--- src/rtl/core/taq_pkg.sv ---
// Types and constants of the timed action queue.
// No dependencies.
`timescale 1ns / 1ps
package taq_pkg;
  localparam logic [21:0] MS_PER_HOUR = 22'd3600000;
  localparam int MAX_RESULTS = 16;
  // ceil(2^40 / 28125); 3600000 = 28125 << 7
  localparam logic [25:0] HOUR_RECIP = 26'd39093747;

  typedef enum logic [2:0] {
    OP_PUSH = 3'd0, OP_POP_DUE = 3'd1, OP_POP_NEAR = 3'd2,
    OP_DELETE = 3'd3, OP_CLEAR = 3'd4
  } op_t;

  typedef enum logic [2:0] {
    ST_PUSHED = 3'd0, ST_FULL = 3'd1, ST_POPPED = 3'd2, ST_NONE = 3'd3,
    ST_DELETED = 3'd4, ST_NOT_FOUND = 3'd5, ST_CLEARED = 3'd6
  } status_t;

  typedef struct packed {
    logic [2:0]  op;
    logic [15:0] hour;
    logic [31:0] sec_ms;
    logic [7:0]  action_code;
    logic [15:0] proxy;
    logic [15:0] owner_id;
    logic [31:0] handle;
  } in_item_t;

  typedef struct packed {
    logic [2:0]  status;
    logic [31:0] handle_out;
    logic [7:0]  code_out;
    logic [15:0] proxy_out;
    logic [15:0] owner_out;
    logic [15:0] hour_out;
    logic [21:0] ms_out;
    logic [4:0]  queue_count;
    logic        last;
  } out_item_t;

  // classified command between front and back
  typedef struct packed {
    op_t         op;
    logic [15:0] hour;
    logic [21:0] ms;
    logic [41:0] limit;
    logic [7:0]  code;
    logic [15:0] proxy;
    logic [15:0] owner;
    logic [31:0] handle;
  } cmd_t;

  typedef enum logic [2:0] {
    F_IDLE, F_DIV, F_REM, F_MUL, F_EMIT
  } front_state_t;

  typedef enum logic [2:0] {
    B_IDLE, B_PUSH, B_POP, B_DEL, B_OUT
  } back_state_t;
endpackage

--- src/rtl/core/taq_front.sv ---
// Front end: accepts items, normalizes push times, builds pop limits.
// Depends on taq_pkg.
`timescale 1ns / 1ps
module taq_front (
  input  logic              clk,
  input  logic              rst,
  input  logic              in_valid,
  output logic              in_ready,
  input  taq_pkg::in_item_t in_item,
  output logic              cmd_valid,
  input  logic              cmd_ready,
  output taq_pkg::cmd_t     cmd
);
  import taq_pkg::*;

  front_state_t state, state_next;
  in_item_t     item;
  logic [31:0]  rem;
  logic [15:0]  quot;
  logic [50:0]  qprod;
  logic [41:0]  prod;
  logic         long_ms;

  assign in_ready = (state == F_IDLE);
  assign cmd_valid = (state == F_EMIT);
  assign long_ms = (in_item.sec_ms > {10'd0, MS_PER_HOUR});

  always_comb begin
    state_next = state;
    unique case (state)
      F_IDLE: if (in_valid) begin
        if (in_item.op == OP_PUSH && long_ms) state_next = F_DIV;
        else if (in_item.op == OP_POP_DUE) state_next = F_MUL;
        else if (in_item.op <= OP_CLEAR) state_next = F_EMIT;
      end
      F_DIV: state_next = F_REM;
      F_REM: state_next = F_EMIT;
      F_MUL: state_next = F_EMIT;
      F_EMIT: if (cmd_ready) state_next = F_IDLE;
      default: state_next = F_IDLE;
    endcase
  end

  always_ff @(posedge clk) begin
    if (rst) state <= F_IDLE;
    else state <= state_next;
  end

  // hours = (sec_ms >> 7) / 28125 by reciprocal multiply, then remainder
  always_ff @(posedge clk) begin
    if (state == F_IDLE && in_valid) begin
      item <= in_item;
      rem  <= in_item.sec_ms;
      quot <= 16'd0;
    end else if (state == F_DIV) begin
      qprod <= {26'd0, item.sec_ms[31:7]} * {25'd0, HOUR_RECIP};
    end else if (state == F_REM) begin
      quot <= {5'd0, qprod[50:40]};
      rem  <= item.sec_ms - ({21'd0, qprod[50:40]} * {10'd0, MS_PER_HOUR});
    end else if (state == F_MUL) begin
      prod <= {26'd0, item.hour} * {20'd0, MS_PER_HOUR} + {10'd0, item.sec_ms};
    end
  end

  logic [16:0] hsum;
  assign hsum = {1'b0, item.hour} + {1'b0, quot};

  always_comb begin
    cmd.op     = op_t'(item.op);
    cmd.hour   = hsum[16] ? 16'hFFFF : hsum[15:0];
    cmd.ms     = rem[21:0];
    cmd.limit  = prod;
    cmd.code   = item.action_code;
    cmd.proxy  = item.proxy;
    cmd.owner  = item.owner_id;
    cmd.handle = item.handle;
  end
endmodule

--- config.mk ---
export PLATFORM = sky130hd
export DESIGN_NAME = taq_front
export DESIGN_NICKNAME = d
export VERILOG_FILES = /design/src/rtl/core/taq_pkg.sv /design/src/rtl/core/taq_front.sv
export SDC_FILE = /design/constraint.sdc
export NUM_CORES = 1
export LEC_CHECK = 0
export BUFFER_PORTS_ARGS = -buffer_cell sky130_fd_sc_hd__clkbuf_2
export CORE_MARGIN = 3
export CORE_UTILIZATION = 56
export DETAILED_ROUTE_END_ITERATION = 8
export PLACE_DENSITY = 0.92
export SETUP_SLACK_MARGIN = 0.02
export SLEW_MARGIN = 10
export SYNTH_ARGS = -nofsm -noshare
export SYNTH_HDL_FRONTEND = slang
export SYNTH_SLANG_ARGS = --single-unit
--- constraint.sdc ---
create_clock -name clk -period 6.9 [get_ports clk]
set_input_delay 1.035 -clock clk [delete_from_list [all_inputs] [get_ports clk]]
set_output_delay 1.035 -clock clk [all_outputs]
set_load 0.05 [all_outputs]
==> flow_summary_export.csv <==
group,metric,value,unit
synthesis,yosys.area_share.simple,0.0497,
floorplan,die_h,225,um
layout,drive_gt1_frac,0.221,
synthesis,synth_top_cell_by_area,"fa_1",
clocking,clkLatencyLatePin,580,ps
synthesis,synthMuxAreaShare,0.00410,
clocking,cts_made_buffers,25,
floorplan,start_util,0.572,
drt,dr.pass1.iters,5,
sta,slew_headroom,0.127,
clocking,clkSinkCount,209,
sta,fin_ws,-313,ps
synthesis,async_flop_share,0,
synthesis,synth-warning-count,0,
sta,tightest_slew,1300,ps
worst_hold_path,min_path_type,"register to register",
synthesis,syn-cell-area,26800,um^2
sta,setup_tns,-2080,ps
layout,areaGrowthSynthToFinish,17.1,%
worst_setup_path,cp_max_fo,4,
synthesis,synthCells,2459,
layout,regArea,6140,um^2
global_route,grt_pass1_vias,21342,
worst_setup_path,crit_top_cell,"fa_1",
drt,drtIter0Drc,1479,
global_route,grt_max_degree,79,
layout,multiInputGateArea,18400,um^2
floorplan,num_rows,79,
worst_setup_path,cp-end-kind,"register",
synthesis,ys_ff_latch,209,
worst_setup_path,crit_start,"item[111]",
sta,finalHoldViolations,0,
drt,vias,20148,
worst_setup_path,critPathMaxStageDelay,560,ps
synthesis,synthAdderAreaFrac,0.499,
layout,fillers,3025,
layout,finalNetCount,3861,
placement,globalplace.congestion,0.946,
worst_setup_path,r2r_start,"item[111]",
synthesis,synth_compound_area_frac,0.0729,
placement,hpwlAfterDp,58400,um
worst_setup_path,startpoint_type,"register",
sta,clock_skew,21.6,ps
floorplan,core-area,47000,um^2
synthesis,synth.avg_cell_area,10.9,um^2
drt,wirelength,76400,um
synthesis,ys_seq_area_frac,0.229,
synthesis,synth_top_family_by_area,"adder cells",
sta,slew_violations,0,
layout,n_antenna_cell,0,
worst_setup_path,path_buf_inv,8,
drt,ant_nets,0,
worst_hold_path,worstHoldStart,"item[77]",
worst_setup_path,crit_family,"adder cells",
clocking,cts_root_buffer,"clkbuf_16",
outcome,violations,"negative setup slack",
global_route,grt_use_total,0.290,
floorplan,dieWidth,225,um
clocking,htreeDepth,1,
synthesis,synth-edff-count,195,
sta,period_share,1.05,
sta,hold-worst-slack,448,ps
worst_setup_path,path_class,"register to register",
global_route,grt_pass1_wl,113000,um
layout,fin_util,0.670,
sta,setup_violations,10,
flow_run,max-cap-violations,0,
sta,rsz0062_at_grt,"true",
worst_setup_path,required,7210,ps
global_route,antenna_found_initial,0,
drt,routedWlPerCell,21.8,um
floorplan,dieArea,50600,um^2
synthesis,synth_ff_type,"edfxtp_1",
layout,final_cell_mix,"inv_1 (603), ha_1 (474), fa_1 (351)",
worst_setup_path,crit_arrival,7520,ps
floorplan,io_pins,284,
clocking,clock_path_buffers,3,
drt,vias_per_cell,5.75,
synthesis,synthXorXnorAreaFrac,0.0365,
drt,drc,0,
synthesis,synth.distinct_cells,70,
synthesis,synth_top_area_share,0.270,
placement,port_buffers,280,
clocking,cts_tree,"built",
worst_setup_path,cp_slowest_cell,"fa_1",
outcome,outcome,"finished with violations",
sta,timing.fmax,0.139,GHz
synthesis,ys_top_cells_by_area,"fa_1 (27%), ha_1 (23%), edfxtp_1 (22%), inv_1 (8.6%), xnor2_1 (2.3%)",
global_route,overflow,0,
clocking,clk_pin_slew,70,ps
clocking,hold_buffers,0,
layout,final_common_cell,"inv_1",
sta,min_period,7210,ps
## worst reg2reg max path, delay by kind of cell (launching register included)
| kind | cells | cell delay (ps) |
|---|---|---|
| adders and majority gates | 8 | 3750 |
| and+or+nand+nor | 4 | 860 |
| AOI/OAI and AO/OA | 6 | 790 |
| buffers and inverters | 8 | 730 |
| DFF | 1 | 410 |
| xor gates and xnor gates | 2 | 380 |
## registers in the layout (all words and copies together), names as in the netlist
name,cells
prod,39
rem,22
state,3
cmd,75
item,48
quot,11
qprod,11
## metal layers
layer / wire length [um] / track usage
met3: 6940 / 0.0505
met4: 6360 / 0.179
met2: 36200 / 0.495
met5: 0 / 0
met1: 26900 / 0.342
## worst paths after layout
path / end / slack [ps] / cells after the start
max: prod[37] / -310 / 28
min: prod[5] / 450 / 0
max reg2reg: prod[37] / -310 / 28
min reg2reg: prod[5] / 450 / 0
## cells by family (layout without fill, tap and decap cells)
| group | Yosys count | count (layout) |
|---|---|---|
| AO/OA/AOI/OAI | 295 | 295 |
| adder cells (fa/ha/maj) | 854 | 854 |
| buffers and inverters | 699 | 1137 |
| XOR/XNOR | 112 | 112 |
| multiplexers | 11 | 11 |
| other | 1 | 3 |
| AND/OR/NAND/NOR | 278 | 278 |
| flip-flops | 209 | 209 |
## cell usage after synthesis, drive strengths merged (4+ instances only)
cell type and instances:
and2 5, nand4 8, a21oi 96, nor2 72
nand2b 20, nor2b 10, nor3 19, fa 362
xor2 42, a211oi 14, inv 613, edfxtp 195
dfxtp 14, o21a 19, ha 492, nand3 27
xnor2 70, o211ai 6, o31ai 9, o21bai 13
nor3b 4, or2 6, nor4 6, a31oi 7
o21ai 49, nand2 81, mux2i 11, and3 8
clkbuf 4, a21o 52, buf 81
## layout make-up
class,instances,share of cell area
clock buffer,29,0.0204
clock inverter,17,0.00764
tap,607,0.0242
sequential,209,0.195
multi-input combinational,1553,0.586
inverter,614,0.0735
timing repair buffer,477,0.0935
## stage by stage
step / instances / setup WS [ps] / cell area, um^2
floorplan: 2461 / 36.9 / 26900
detailed placement: 3420 / -319 / 29600
global route: 3506 / -454 / 31400
global placement: 3420 / -162 / 29600
finish: 3506 / -313 / 31400
CTS: 3492 / 19.1 / 31000
## repair_timing
item | 4_1_cts | 5_1_grt
endpoints found under the setup margin | 14 | 20
resized for setup | 64 | 69
cloned | 0 | 0
buffers inserted | 26 | 14
pin swaps | 55 | 50
Power is left out: the tool's default activity adds up to more than one toggle a clock period on the data nets, which glitch-free logic cannot reach.
