--- config.mk ---
export PLATFORM = sky130hd
export DESIGN_NAME = taq_cmd_fifo
export DESIGN_NICKNAME = d
export VERILOG_FILES = /design/src/rtl/core/taq_pkg.sv /design/src/rtl/core/taq_cmd_fifo.sv
export SDC_FILE = /design/constraint.sdc
export NUM_CORES = 1
export LEC_CHECK = 0
export BUFFER_PORTS_ARGS = -buffer_cell sky130_fd_sc_hd__buf_2
export CORE_UTILIZATION = 30
export CTS_BUF_LIST = sky130_fd_sc_hd__clkbuf_8
export DETAILED_ROUTE_END_ITERATION = 10
export PLACE_DENSITY = 0.52
export SYNTH_ARGS = -nofsm -noshare
export SYNTH_HDL_FRONTEND = slang
export SYNTH_SLANG_ARGS = --single-unit
--- constraint.sdc ---
create_clock -name clk -period 10.3 [get_ports clk]
set_clock_uncertainty 0.1 [all_clocks]
set_input_delay 0 -clock clk [delete_from_list [all_inputs] [get_ports clk]]
set_output_delay 0 -clock clk [all_outputs]
set_load 0.02 [all_outputs]
--- src/rtl/core/taq_pkg.sv ---
// Types and constants of the timed action queue.
// No dependencies.
`timescale 1ns / 1ps
package taq_pkg;
  localparam logic [21:0] MS_PER_HOUR = 22'd3600000;
  localparam int MAX_RESULTS = 16;
  // ceil(2^40 / 28125); 3600000 = 28125 << 7
  localparam logic [25:0] HOUR_RECIP = 26'd39093747;

  typedef enum logic [2:0] {
    OP_PUSH = 3'd0, OP_POP_DUE = 3'd1, OP_POP_NEAR = 3'd2,
    OP_DELETE = 3'd3, OP_CLEAR = 3'd4
  } op_t;

  typedef enum logic [2:0] {
    ST_PUSHED = 3'd0, ST_FULL = 3'd1, ST_POPPED = 3'd2, ST_NONE = 3'd3,
    ST_DELETED = 3'd4, ST_NOT_FOUND = 3'd5, ST_CLEARED = 3'd6
  } status_t;

  typedef struct packed {
    logic [2:0]  op;
    logic [15:0] hour;
    logic [31:0] sec_ms;
    logic [7:0]  action_code;
    logic [15:0] proxy;
    logic [15:0] owner_id;
    logic [31:0] handle;
  } in_item_t;

  typedef struct packed {
    logic [2:0]  status;
    logic [31:0] handle_out;
    logic [7:0]  code_out;
    logic [15:0] proxy_out;
    logic [15:0] owner_out;
    logic [15:0] hour_out;
    logic [21:0] ms_out;
    logic [4:0]  queue_count;
    logic        last;
  } out_item_t;

  // classified command between front and back
  typedef struct packed {
    op_t         op;
    logic [15:0] hour;
    logic [21:0] ms;
    logic [41:0] limit;
    logic [7:0]  code;
    logic [15:0] proxy;
    logic [15:0] owner;
    logic [31:0] handle;
  } cmd_t;

  typedef enum logic [2:0] {
    F_IDLE, F_DIV, F_REM, F_MUL, F_EMIT
  } front_state_t;

  typedef enum logic [2:0] {
    B_IDLE, B_PUSH, B_POP, B_DEL, B_OUT
  } back_state_t;
endpackage

--- src/rtl/core/taq_cmd_fifo.sv ---
// Two-entry queue between front and back.
// Depends on taq_pkg.
`timescale 1ns / 1ps
module taq_cmd_fifo (
  input  logic          clk,
  input  logic          rst,
  input  logic          wr_valid,
  output logic          wr_ready,
  input  taq_pkg::cmd_t wr_data,
  output logic          rd_valid,
  input  logic          rd_ready,
  output taq_pkg::cmd_t rd_data
);
  import taq_pkg::*;

  cmd_t       mem [2];
  logic       wp, rp;
  logic [1:0] cnt;

  assign wr_ready = (cnt != 2'd2);
  assign rd_valid = (cnt != 2'd0);
  assign rd_data  = mem[rp];

  always_ff @(posedge clk) begin
    if (wr_valid && wr_ready) mem[wp] <= wr_data;
  end

  always_ff @(posedge clk) begin
    if (rst) begin
      wp <= 1'b0; rp <= 1'b0; cnt <= 2'd0;
    end else begin
      if (wr_valid && wr_ready) wp <= ~wp;
      if (rd_valid && rd_ready) rp <= ~rp;
      cnt <= cnt + 2'(wr_valid && wr_ready) - 2'(rd_valid && rd_ready);
    end
  end
endmodule

==> results of run 1 <==
kinds of logic after synthesis:
kind of cell / Yosys count
flops: 315
mux: 156
buf+inv: 18
simple gates: 11
xor+xnor: 3
fa+ha+maj: 2
compound gates: 1
cell usage after synthesis:
library cell,count
edfxtp_1,310
mux2_2,156
clkbuf_8,12
buf_6,5
dfxtp_1,5
nor2_1,5
ha_1,2
nor2b_1,2
xnor2_1,2
and3_1,1
inv_1,1
nand2_1,1
nand2b_2,1
o21a_1,1
or2_2,1
xor2_1,1
through the flow:
| stage | std cells | hold slack, ps | area, um^2 | util, % |
|---|---|---|---|---|
| 3_5_place_dp | 1321 | 91.12 | 13560 | 36.01 |
| 2_1_floorplan | 506 | -28.39 | 11510 | - |
| 3_3_place_gp | 1321 | 86.57 | 13560 | 36.01 |
==> flow_summary.toml, run 1 <==
[synthesis]
yosysTopAreaCell = "edfxtp_1"
yosysWarningCount = 0
synth.top_cell.area_share_pct = 80.90
yosys.cell_types.count = 16
synth_nets = 667
seq_area_frac_synth_pct = 81.77
synth_compound_area_share_pct = 0.06525
synth_xor_area_share_pct = 0.2284
synth_adder_area_share_pct = 0.2175
synth_top_family_by_area = "multiplexers"
synthesis.area_um2 = 11510
ys_ff_latch = 315
synthMuxAreaShare_pct = 15.27
yosys.area_share.simple_pct = 0.4893
syn_area_per_cell_um2 = 22.74
syn_inst = 506
synth_area_leaders = "edfxtp_1 81%, mux2_2 15%, clkbuf_8 1.4%"

[clock_tree]
cts_root_buffer = "clkbuf_8"
cts_made_buffers = 53
post_cts_resized = 0
cts-htree-levels = 2
hold_buffers = 284
clockBufferDepth = 3
cts_setup_buffers = 0
numClockSinks = 315

[floorplan]
fp-row-count = 71
num_io_pins = 316
die_h_um = 197.8
initial_utilization_pct = 30.55
die_w_um = 197.8

[status]
stop_error = "[ERROR RSZ-0060] Max buffer count reached."
status = "did not finish"
lastStage = "clock tree synthesis"

[placed_design]
place.port_buffers = 315
place_congestion = 0.6977
dp_hpwl_mm = 15.06
preCtsSetupSlack_ps = 7368
==> run 2, diff against run 1 <==
CORE_UTILIZATION = 20   (was 30)
CTS_BUF_LIST = unset   (was sky130_fd_sc_hd__clkbuf_8)
PLACE_DENSITY = unset   (was 0.52)
PLACE_DENSITY_LB_ADDON = 0.15   (was unset)
==> flow_summary.toml, run 2 <==
[status]
status = "finished clean"

[pwr]
p_comb_share_pct = 25.4
clkPwrFrac_pct = 31.9
p_leak_nw = 6.077
peakVddDrop_mv = 0.09095
p_int_mw = 2.750
switchingPower_mw = 1.160
cellPowerDensity_nw_per_um2 = 235.3
sw_frac_of_total_pct = 29.67
pwr-share-seq_pct = 42.7
p_total_mw = 3.910

[floorplan]
die_h_um = 241.9
die_w_um = 241.9
initial_utilization_pct = 20.33
num_io_pins = 316
fp-row-count = 87
core_area_um2 = 56600
die_area_um2 = 58490

[placed_design]
place_congestion = 0.6727
dp_hpwl_mm = 17.46
dp.cells = 1567
dpl_cell_area_um2 = 13880
place.port_buffers = 315

[synthesis]
ys.flop_type = "edfxtp_1"
seq_area_frac_synth_pct = 81.77
yosysWarningCount = 0
synth_commonest_cells = "310 x edfxtp_1, 156 x mux2_2, 12 x clkbuf_8"
async_flop_share_pct = 0
synth_compound_area_share_pct = 0.06525
synth.top_cell.area_share_pct = 80.90
synth_nets = 667
synth_adder_area_share_pct = 0.2175
yosysTopAreaCell = "edfxtp_1"
yosysMostFrequentCell = "edfxtp_1"
synth_area_leaders = "edfxtp_1 81%, mux2_2 15%, clkbuf_8 1.4%"
synth_top_family_by_area = "multiplexers"
synth-edff-count = 310
syn_inst = 506
yosys.cell_types.count = 16
ys_ff_latch = 315
synthMuxAreaShare_pct = 15.27
yosys.area_share.simple_pct = 0.4893
synth_xor_area_share_pct = 0.2284
synthesis.area_um2 = 11510
syn_area_per_cell_um2 = 22.74

[sta]
grt_setup_unrepaired = "no"
slew_headroom_pct = 38.20
fmax_mhz = 336.6
setup_viol_count_final = 0
period_needed_ps = 2971
tns_ps = 0
tightestPinTransition_ps = 927.0
maxSlewViolCount = 0
hold_viol = 0
fin_crit_sh_pct = 28.84

[drt]
wl_mm = 28.05
drc = 0
drtIter0Drc = 160
viasPerCell = 3.594
ant_nets = 0
wl_per_cell_um = 15.65
vias = 6444
drt-pass1-iter-count = 4

[critical_path]
endpoint_kind = "register"
critPathMaxFanout = 59
required_ps = 10350
cp-start-kind = "register"
arrival_ps = 3020
crit_type = "reg2reg"

[global_route]
first_global_vias = 7140
grt-busiest-layer = "met2"
grtUsageMet3_pct = 3.585
grt_usage_pct = 9.538
grt_pass1_wl_mm = 42.77
grt_max_degree = 60
antenna_found_initial = 0
met1_usage_pct = 11.19
grt_use_met2_pct = 15.80
overflow = 0

[layout]
final_core_util_pct = 29.36
layout-drive-gt1-share_pct = 51.06
top_register = "mem"
mostFrequentLayoutCells = "315 x buf_2, 310 x edfxtp_1, 159 x dlygate4sd3_1, 156 x mux2_2, 41 x clkbuf_16"
stdcell_count = 1793
synthToLayoutAreaGrowth_pct = 44.45
finalInstanceArea_um2 = 16620
top_regs = "mem x310, cnt x2"
layout_commonest_cell = "buf_2"
fill_cells = 5778
nets = 1171
largest_register_ffs = 310

[clock_tree]
clkTransAtPathRegs_ps = 60
numClockSinks = 315
clockBufferDepth = 3
post_cts_resized = 0
cts-htree-levels = 2
cts_root_buffer = "clkbuf_16"
cts_made_buffers = 38
cts_tree = "yes"
clk_latency_ps = 530

[flow_run]
cap_violations = 0

[worst_hold_path]
hp-class = "in2reg"
[run 2: cell counts after synthesis]
Identical to the previous run, type by type.
[run 2: what timing repair did]
action,CTS,global route
setup endpoints to repair,0,0
hold buffers,159,0
endpoints found under the hold margin,332,0
buffers inserted,0,0
[run 2: power groups by stage]
stage          clock, mW  combinational, mW  sequential, mW
2_1_floorplan          0              0.676            1.70
3_3_place_gp           0              0.979            1.70
3_5_place_dp           0              0.971            1.70
4_1_cts             1.31               1.03            1.67
5_1_grt             1.36               1.07            1.69
6_report            1.25              0.993            1.67
[run 2: final cells by class]
cell class                      count  area [um^2]  area share, %
Multi-Input combinational cell    173         1884          11.34
Timing Repair Buffer              481         3221          19.38
Tap cell                          756        945.9          5.691
Inverter                            1        3.754        0.02258
Antenna cell                        1        2.502        0.01506
Clock buffer                       49         1056          6.354
Sequential cell                   315         9413          56.63
Clock inverter                     17        95.09         0.5721
[run 2: metal layers]
metal / vias to the layer above / wire (um)
met4: 0 / 673
met5: - / 0
met1: 3181 / 11840
li1: 3025 / -
met2: 193 / 13420
met3: 45 / 2119
[run 2: logic make-up after synthesis]
logic type / after synthesis
XOR/XNOR: 3
adder cells (fa/ha/maj): 2
flip-flops: 315
multiplexers: 156
AO/OA/AOI/OAI: 1
AND/OR/NAND/NOR: 11
buffers and inverters: 18
[run 2: per-stage QoR]
stage          setup slack, ps  hold slack, ps
6_report                  7329           86.86
3_3_place_gp              7235           89.52
2_1_floorplan             2442          -28.39
3_5_place_dp              7243           91.61
5_1_grt                   7005           55.94
4_1_cts                   7186           32.71
[run 2: critical path, cell delays in order, from the launching register on]
cell	delay, ps
dfxtp_1	360
nand2b_2	150
nand2_1	130
nor2_4	500
buf_4	500
buf_4	740
[run 2: worst paths after layout]
check / end / slack [ps] / startpoint / cells after the start
worst max-delay path: mem[0][100]$_DFFE_PP_ / 7330 / cnt[0]$_SDFF_PP0_ / 5
worst min-delay path: mem[0][28]$_DFFE_PP_ / 90 / wr_data[28] / 2
worst max register to register: mem[0][100]$_DFFE_PP_ / 7330 / cnt[0]$_SDFF_PP0_ / 5
worst min register to register: rp$_SDFFE_PP0P_ / 430 / rp$_SDFFE_PP0P_ / 2
(Power assumes the default switching activity.)
==> run 3, diff against run 2 <==
ABC_AREA = 1   (was unset)
clock period = 2.61 ns   (was 10.3 ns; I/O delays follow)
==> flow_summary.toml, run 3 <==
[floorplan]
die_area_um2 = 58560
fp-row-count = 87
num_io_pins = 316
core_area_um2 = 56600
die_h_um = 242.0
initial_utilization_pct = 20.35
die_w_um = 242.0

[drt]
vias = 6544
wl_per_cell_um = 15.56
viasPerCell = 3.609
wl_mm = 28.21
ant_nets = 0
drc = 0
drtIter0Drc = 191
drt-pass1-iter-count = 4

[critical_path]
critPathMaxFanout = 45
reg2reg_to = "mem[0][126]$_DFFE_PP_"
worstSetupEndpoint = "rd_data[94]"
crit_type = "reg2out"
arrival_ps = 1980
timing.rr.start = "cnt[0]$_SDFF_PP0_"
endpoint_kind = "output pin"
required_ps = 2510
reg2reg_depth = 5
cp-start-kind = "register"
rrSetupSlack_ps = 760

[synthesis]
ys.flop_type = "edfxtp_1"
syn_inst = 519
yosysMostFrequentCell = "edfxtp_1"
synth_commonest_cells = "310 x edfxtp_1, 155 x mux2_2, 12 x clkbuf_8"
synth_area_leaders = "edfxtp_1 81%, mux2_2 15%, clkbuf_8 1.4%"
async_flop_share_pct = 0
yosysWarningCount = 0
ys_ff_latch = 315
syn_area_per_cell_um2 = 22.20
synth.top_cell.area_share_pct = 80.81
yosys.cell_types.count = 11
synthesis.area_um2 = 11520
synth_nets = 680
synth-edff-count = 310
seq_area_frac_synth_pct = 81.68
yosysTopAreaCell = "edfxtp_1"

[clock_tree]
post_cts_resized = 0
clk_latency_ps = 540
clockBufferDepth = 3
cts_tree = "yes"
numClockSinks = 315
cts_made_buffers = 38
cts-htree-levels = 2
clkTransAtPathRegs_ps = 60
cts_root_buffer = "clkbuf_16"

[sta]
maxSlewViolCount = 0
grt_setup_unrepaired = "no"
setup_slack_ps = 528.3
fin_hold_ws_ps = 79.81
setup_viol_count_final = 0
hold_viol = 0
fin_crit_sh_pct = 79.76
tightestPinTransition_ps = 697.4
slew_headroom_pct = 53.39
fmax_mhz = 480.4
tns_ps = 0
period_needed_ps = 2082

[global_route]
grt_usage_pct = 9.592
antenna_found_initial = 2
overflow = 0
first_global_vias = 7294
grt_max_degree = 87
grt_pass1_wl_mm = 42.80

[placed_design]
preCtsSetupSlack_ps = 653.9
place.port_buffers = 315
dpl_cell_area_um2 = 14090
place_congestion = 0.6885
dp_hpwl_mm = 17.73

[layout]
antennaDiodeCount = 0
mostFrequentLayoutCells = "315 x buf_2, 310 x edfxtp_1, 159 x dlygate4sd3_1, 155 x mux2_2, 41 x clkbuf_16"
synthToLayoutAreaGrowth_pct = 46.83
largest_register_ffs = 310
layout-drive-gt1-share_pct = 51.56
top_register = "mem"
finalInstanceArea_um2 = 16920
nets = 1193
top_regs = "mem x310, cnt x2"
layout_commonest_cell = "buf_2"

[pwr]
p_comb_share_pct = 25.6
switchingPower_mw = 4.620
clkPwrFrac_pct = 33.0
sw_frac_of_total_pct = 29.07
peakVddDrop_mv = 0.6253
pwr-share-seq_pct = 41.4
p_int_mw = 11.27
p_leak_nw = 6.216
p_total_mw = 15.89
cellPowerDensity_nw_per_um2 = 939.6

[worst_hold_path]
hp-class = "in2reg"

[flow_run]
cap_violations = 0

[status]
status = "finished clean"
-- run 3: metal layers --
layer  track usage (%)  wire [um]  up-vias
met5                 0         25        -
met4             4.412        927        4
met3             3.024       1769       61
met2             16.15      13690      191
met1             11.09      11800     3207
li1                  -          -     3081
-- run 3: cell families (layout without fill, tap and decap cells) --
logic type / count (synthesis) / count (layout) / synth area share, %
AOI/OAI and AO/OA: 2 / 2 / 0.08689
adders and majority gates: 2 / 2 / 0.2172
buffers and inverters: 25 / 563 / 2.183
DFF: 315 / 315 / 81.68
muxes: 155 / 155 / 15.15
and+or+nand+nor: 20 / 20 / 0.6842
-- run 3: cell type report --
class                           count  area (um^2)
Clock buffer                       49         1056
Clock inverter                     16        176.4
Fill cell                        5707        39690
Inverter                            8        33.78
Multi-Input combinational cell    179         1887
Sequential cell                   315         9415
Tap cell                          756        945.9
Timing Repair Buffer              490         3401
-- run 3: worst max-delay path: stages, from the launching register on --
cell	delay, ps
dfxtp_4	520
buf_12	300
mux2_2	380
buf_2	170
-- run 3: what timing repair did --
item	CTS	global route
buffers inserted	0	0
hold buffers	159	0
hold endpoints to repair	316	0
-- run 3: worst min-delay path by stage --
stage,start,end,depth (start not counted)
floorplan,rst,cnt[0]$_SDFF_PP0_,1
global placement,rst,cnt[0]$_SDFF_PP0_,2
detailed placement,rst,cnt[0]$_SDFF_PP0_,2
CTS,rst,cnt[0]$_SDFF_PP0_,3
global route,wr_data[88],mem[0][88]$_DFFE_PP_,2
finish,wr_data[17],mem[1][17]$_DFFE_PP_,2
-- run 3: per-stage QoR --
stage | utilization, % | instances
finish | 29.88 | 1813
global route | 29.88 | 1813
CTS | 29.88 | 1813
detailed placement | 24.89 | 1589
global placement | 24.89 | 1589
floorplan | - | 519
-- run 3: power groups by stage --
| stage | Sequential (mW) | Combinational (mW) | Clock, mW |
|---|---|---|---|
| after floorplan | 6.67 | 2.61 | 0 |
| after global placement | 6.68 | 4.02 | 0 |
| after detailed placement | 6.69 | 4.00 | 0 |
| after CTS | 6.59 | 4.21 | 5.50 |
| after global routing | 6.65 | 4.39 | 5.66 |
| final | 6.57 | 4.07 | 5.25 |
==> run 4, diff against run 3 <==
clock period = 2 ns   (was 2.61 ns; I/O delays follow)
==> flow_summary.toml, run 4 (synthesized netlist as in run 3, its figures left out) <==
[critical_path]
crit_type = "reg2out"
slowest_stage = "mux2_2"
arrival_ps = 1830
critPathMaxFanout = 30
endpoint_kind = "output pin"
cp_cell_sequence = "buf_12 > buf_16 > mux2_2 > buf_2"
cp-start-kind = "register"
crit_buf_inv = 3
cp_top_family = "buffers and inverters"
required_ps = 1900
critPathMaxStageDelay_ps = 370

[flow_run]
cap_violations = 0

[layout]
nets = 1201
largest_register_ffs = 310
final_core_util_pct = 30.07
layout-drive-gt1-share_pct = 51.78
synthToLayoutAreaGrowth_pct = 47.75
layout_commonest_cell = "buf_2"
top_register = "mem"
antennaDiodeCount = 0
top_regs = "mem x310, cnt x2"
mostFrequentLayoutCells = "313 x buf_2, 310 x edfxtp_1, 159 x dlygate4sd3_1, 153 x mux2_2, 43 x clkbuf_16"

[global_route]
first_global_vias = 7197
overflow = 0
grt_max_degree = 68
grt_usage_pct = 9.633
grt_pass1_wl_mm = 42.64
antenna_found_initial = 3

[pwr]
cellPowerDensity_nw_per_um2 = 1215
peakVddDrop_mv = 0.6144
p_leak_nw = 6.271

[sta]
fmax_mhz = 518.8
maxSlewViolCount = 0
tns_ps = 0
hold_viol = 0
fin_crit_sh_pct = 96.38
setup_viol_count_final = 0
grt_setup_unrepaired = "yes"
period_needed_ps = 1928
tightestPinTransition_ps = 446.3
slew_headroom_pct = 70.25

[floorplan]
die_w_um = 242.0
die_area_um2 = 58560
initial_utilization_pct = 20.35
core_area_um2 = 56600
fp-row-count = 87
die_h_um = 242.0
num_io_pins = 316

[clock_tree]
cts-htree-levels = 2
cts_made_buffers = 39
numClockSinks = 315
clkTransAtPathRegs_ps = 60
clk_latency_ps = 540
clockBufferDepth = 3
cts_tree = "yes"
cts_root_buffer = "clkbuf_16"

[drt]
wl_met1_mm = 12.29
drc = 0
wl_per_cell_um = 16.15
vias = 6633
drtIter0Drc = 240
ant_nets = 0
top_layer = "met5"
wl_met2_mm = 14.50
dr_wl_met3_mm = 1.704
viasPerCell = 3.637
wl_mm = 29.45
drt-pass1-iter-count = 4

[worst_hold_path]
hp-class = "in2reg"

[placed_design]
dp_hpwl_mm = 17.96
place.port_buffers = 315
place_congestion = 0.6661

[status]
status = "finished clean"
==> run 4: through the flow <==
step                setup WS [ps]  hold slack [ps]  std cells  area (um^2)  power (mW)
detailed placement          364.8            70.78       1589        14120       13.96
global route               -16.97            50.06       1824        17020       21.69
floorplan                   -1360           -36.17        519        11550       12.11
global placement            363.1            69.24       1589        14120       13.95
finish                      72.39            76.73       1824        17020       20.68
CTS                        -59.35            30.01       1817        16910       20.98
==> run 4: timing repair <==
item / CTS / global route
hold endpoints to repair: 331 / 0
setup buffers: 0 / 3
gates resized for setup: 5 / 1
hold buffers: 159 / 0
cloned: 0 / 4
setup endpoints to repair: 122 / 122
==> run 4: power breakdown <==
| part | leakage, nW | switching (mW) | internal (mW) |
|---|---|---|---|
| clock | 0.573 | 2.69 | 3.84 |
| sequential | 2.94 | 0.186 | 8.35 |
| combinational | 2.76 | 3.32 | 2.30 |
| total | 6.27 | 6.19 | 14.5 |
==> run 4: final timing paths <==
check                                        from                     to  slack [ps]  cells after the start
worst max-delay path                     register           rd_data[145]          70                      4
worst min register to register    rp$_SDFFE_PP0P_        rp$_SDFFE_PP0P_         420                      2
worst min-delay path                 wr_data[134]  mem[0][134]$_DFFE_PP_          80                      2
worst max register to register  cnt[0]$_SDFF_PP0_      cnt[1]$_SDFF_PP0_         340                      7
==> run 4: final cells by class <==
cell class / instances / area, um^2
Clock buffer: 48 / 1052
Clock inverter: 21 / 125.1
Fill cell: 5736 / 39580
Inverter: 8 / 33.78
Multi-Input combinational cell: 179 / 1894
Sequential cell: 315 / 9415
Tap cell: 756 / 945.9
Timing Repair Buffer: 497 / 3553
==> run 4: worst register-to-register path: cells and delay by family (launching register included) <==
kind	cells	cell delay [ps]
buffers and inverters	2	620
DFF	1	340
and+or+nand+nor	3	200
adders and majority gates	1	170
AOI/OAI and AO/OA	1	120
==> run 4: metal layers <==
layer  vias up  track usage [%]
li1       3108                -
met1      3268            11.27
met2       190            16.15
met3        61            2.925
met4         6            4.430
met5         -                0
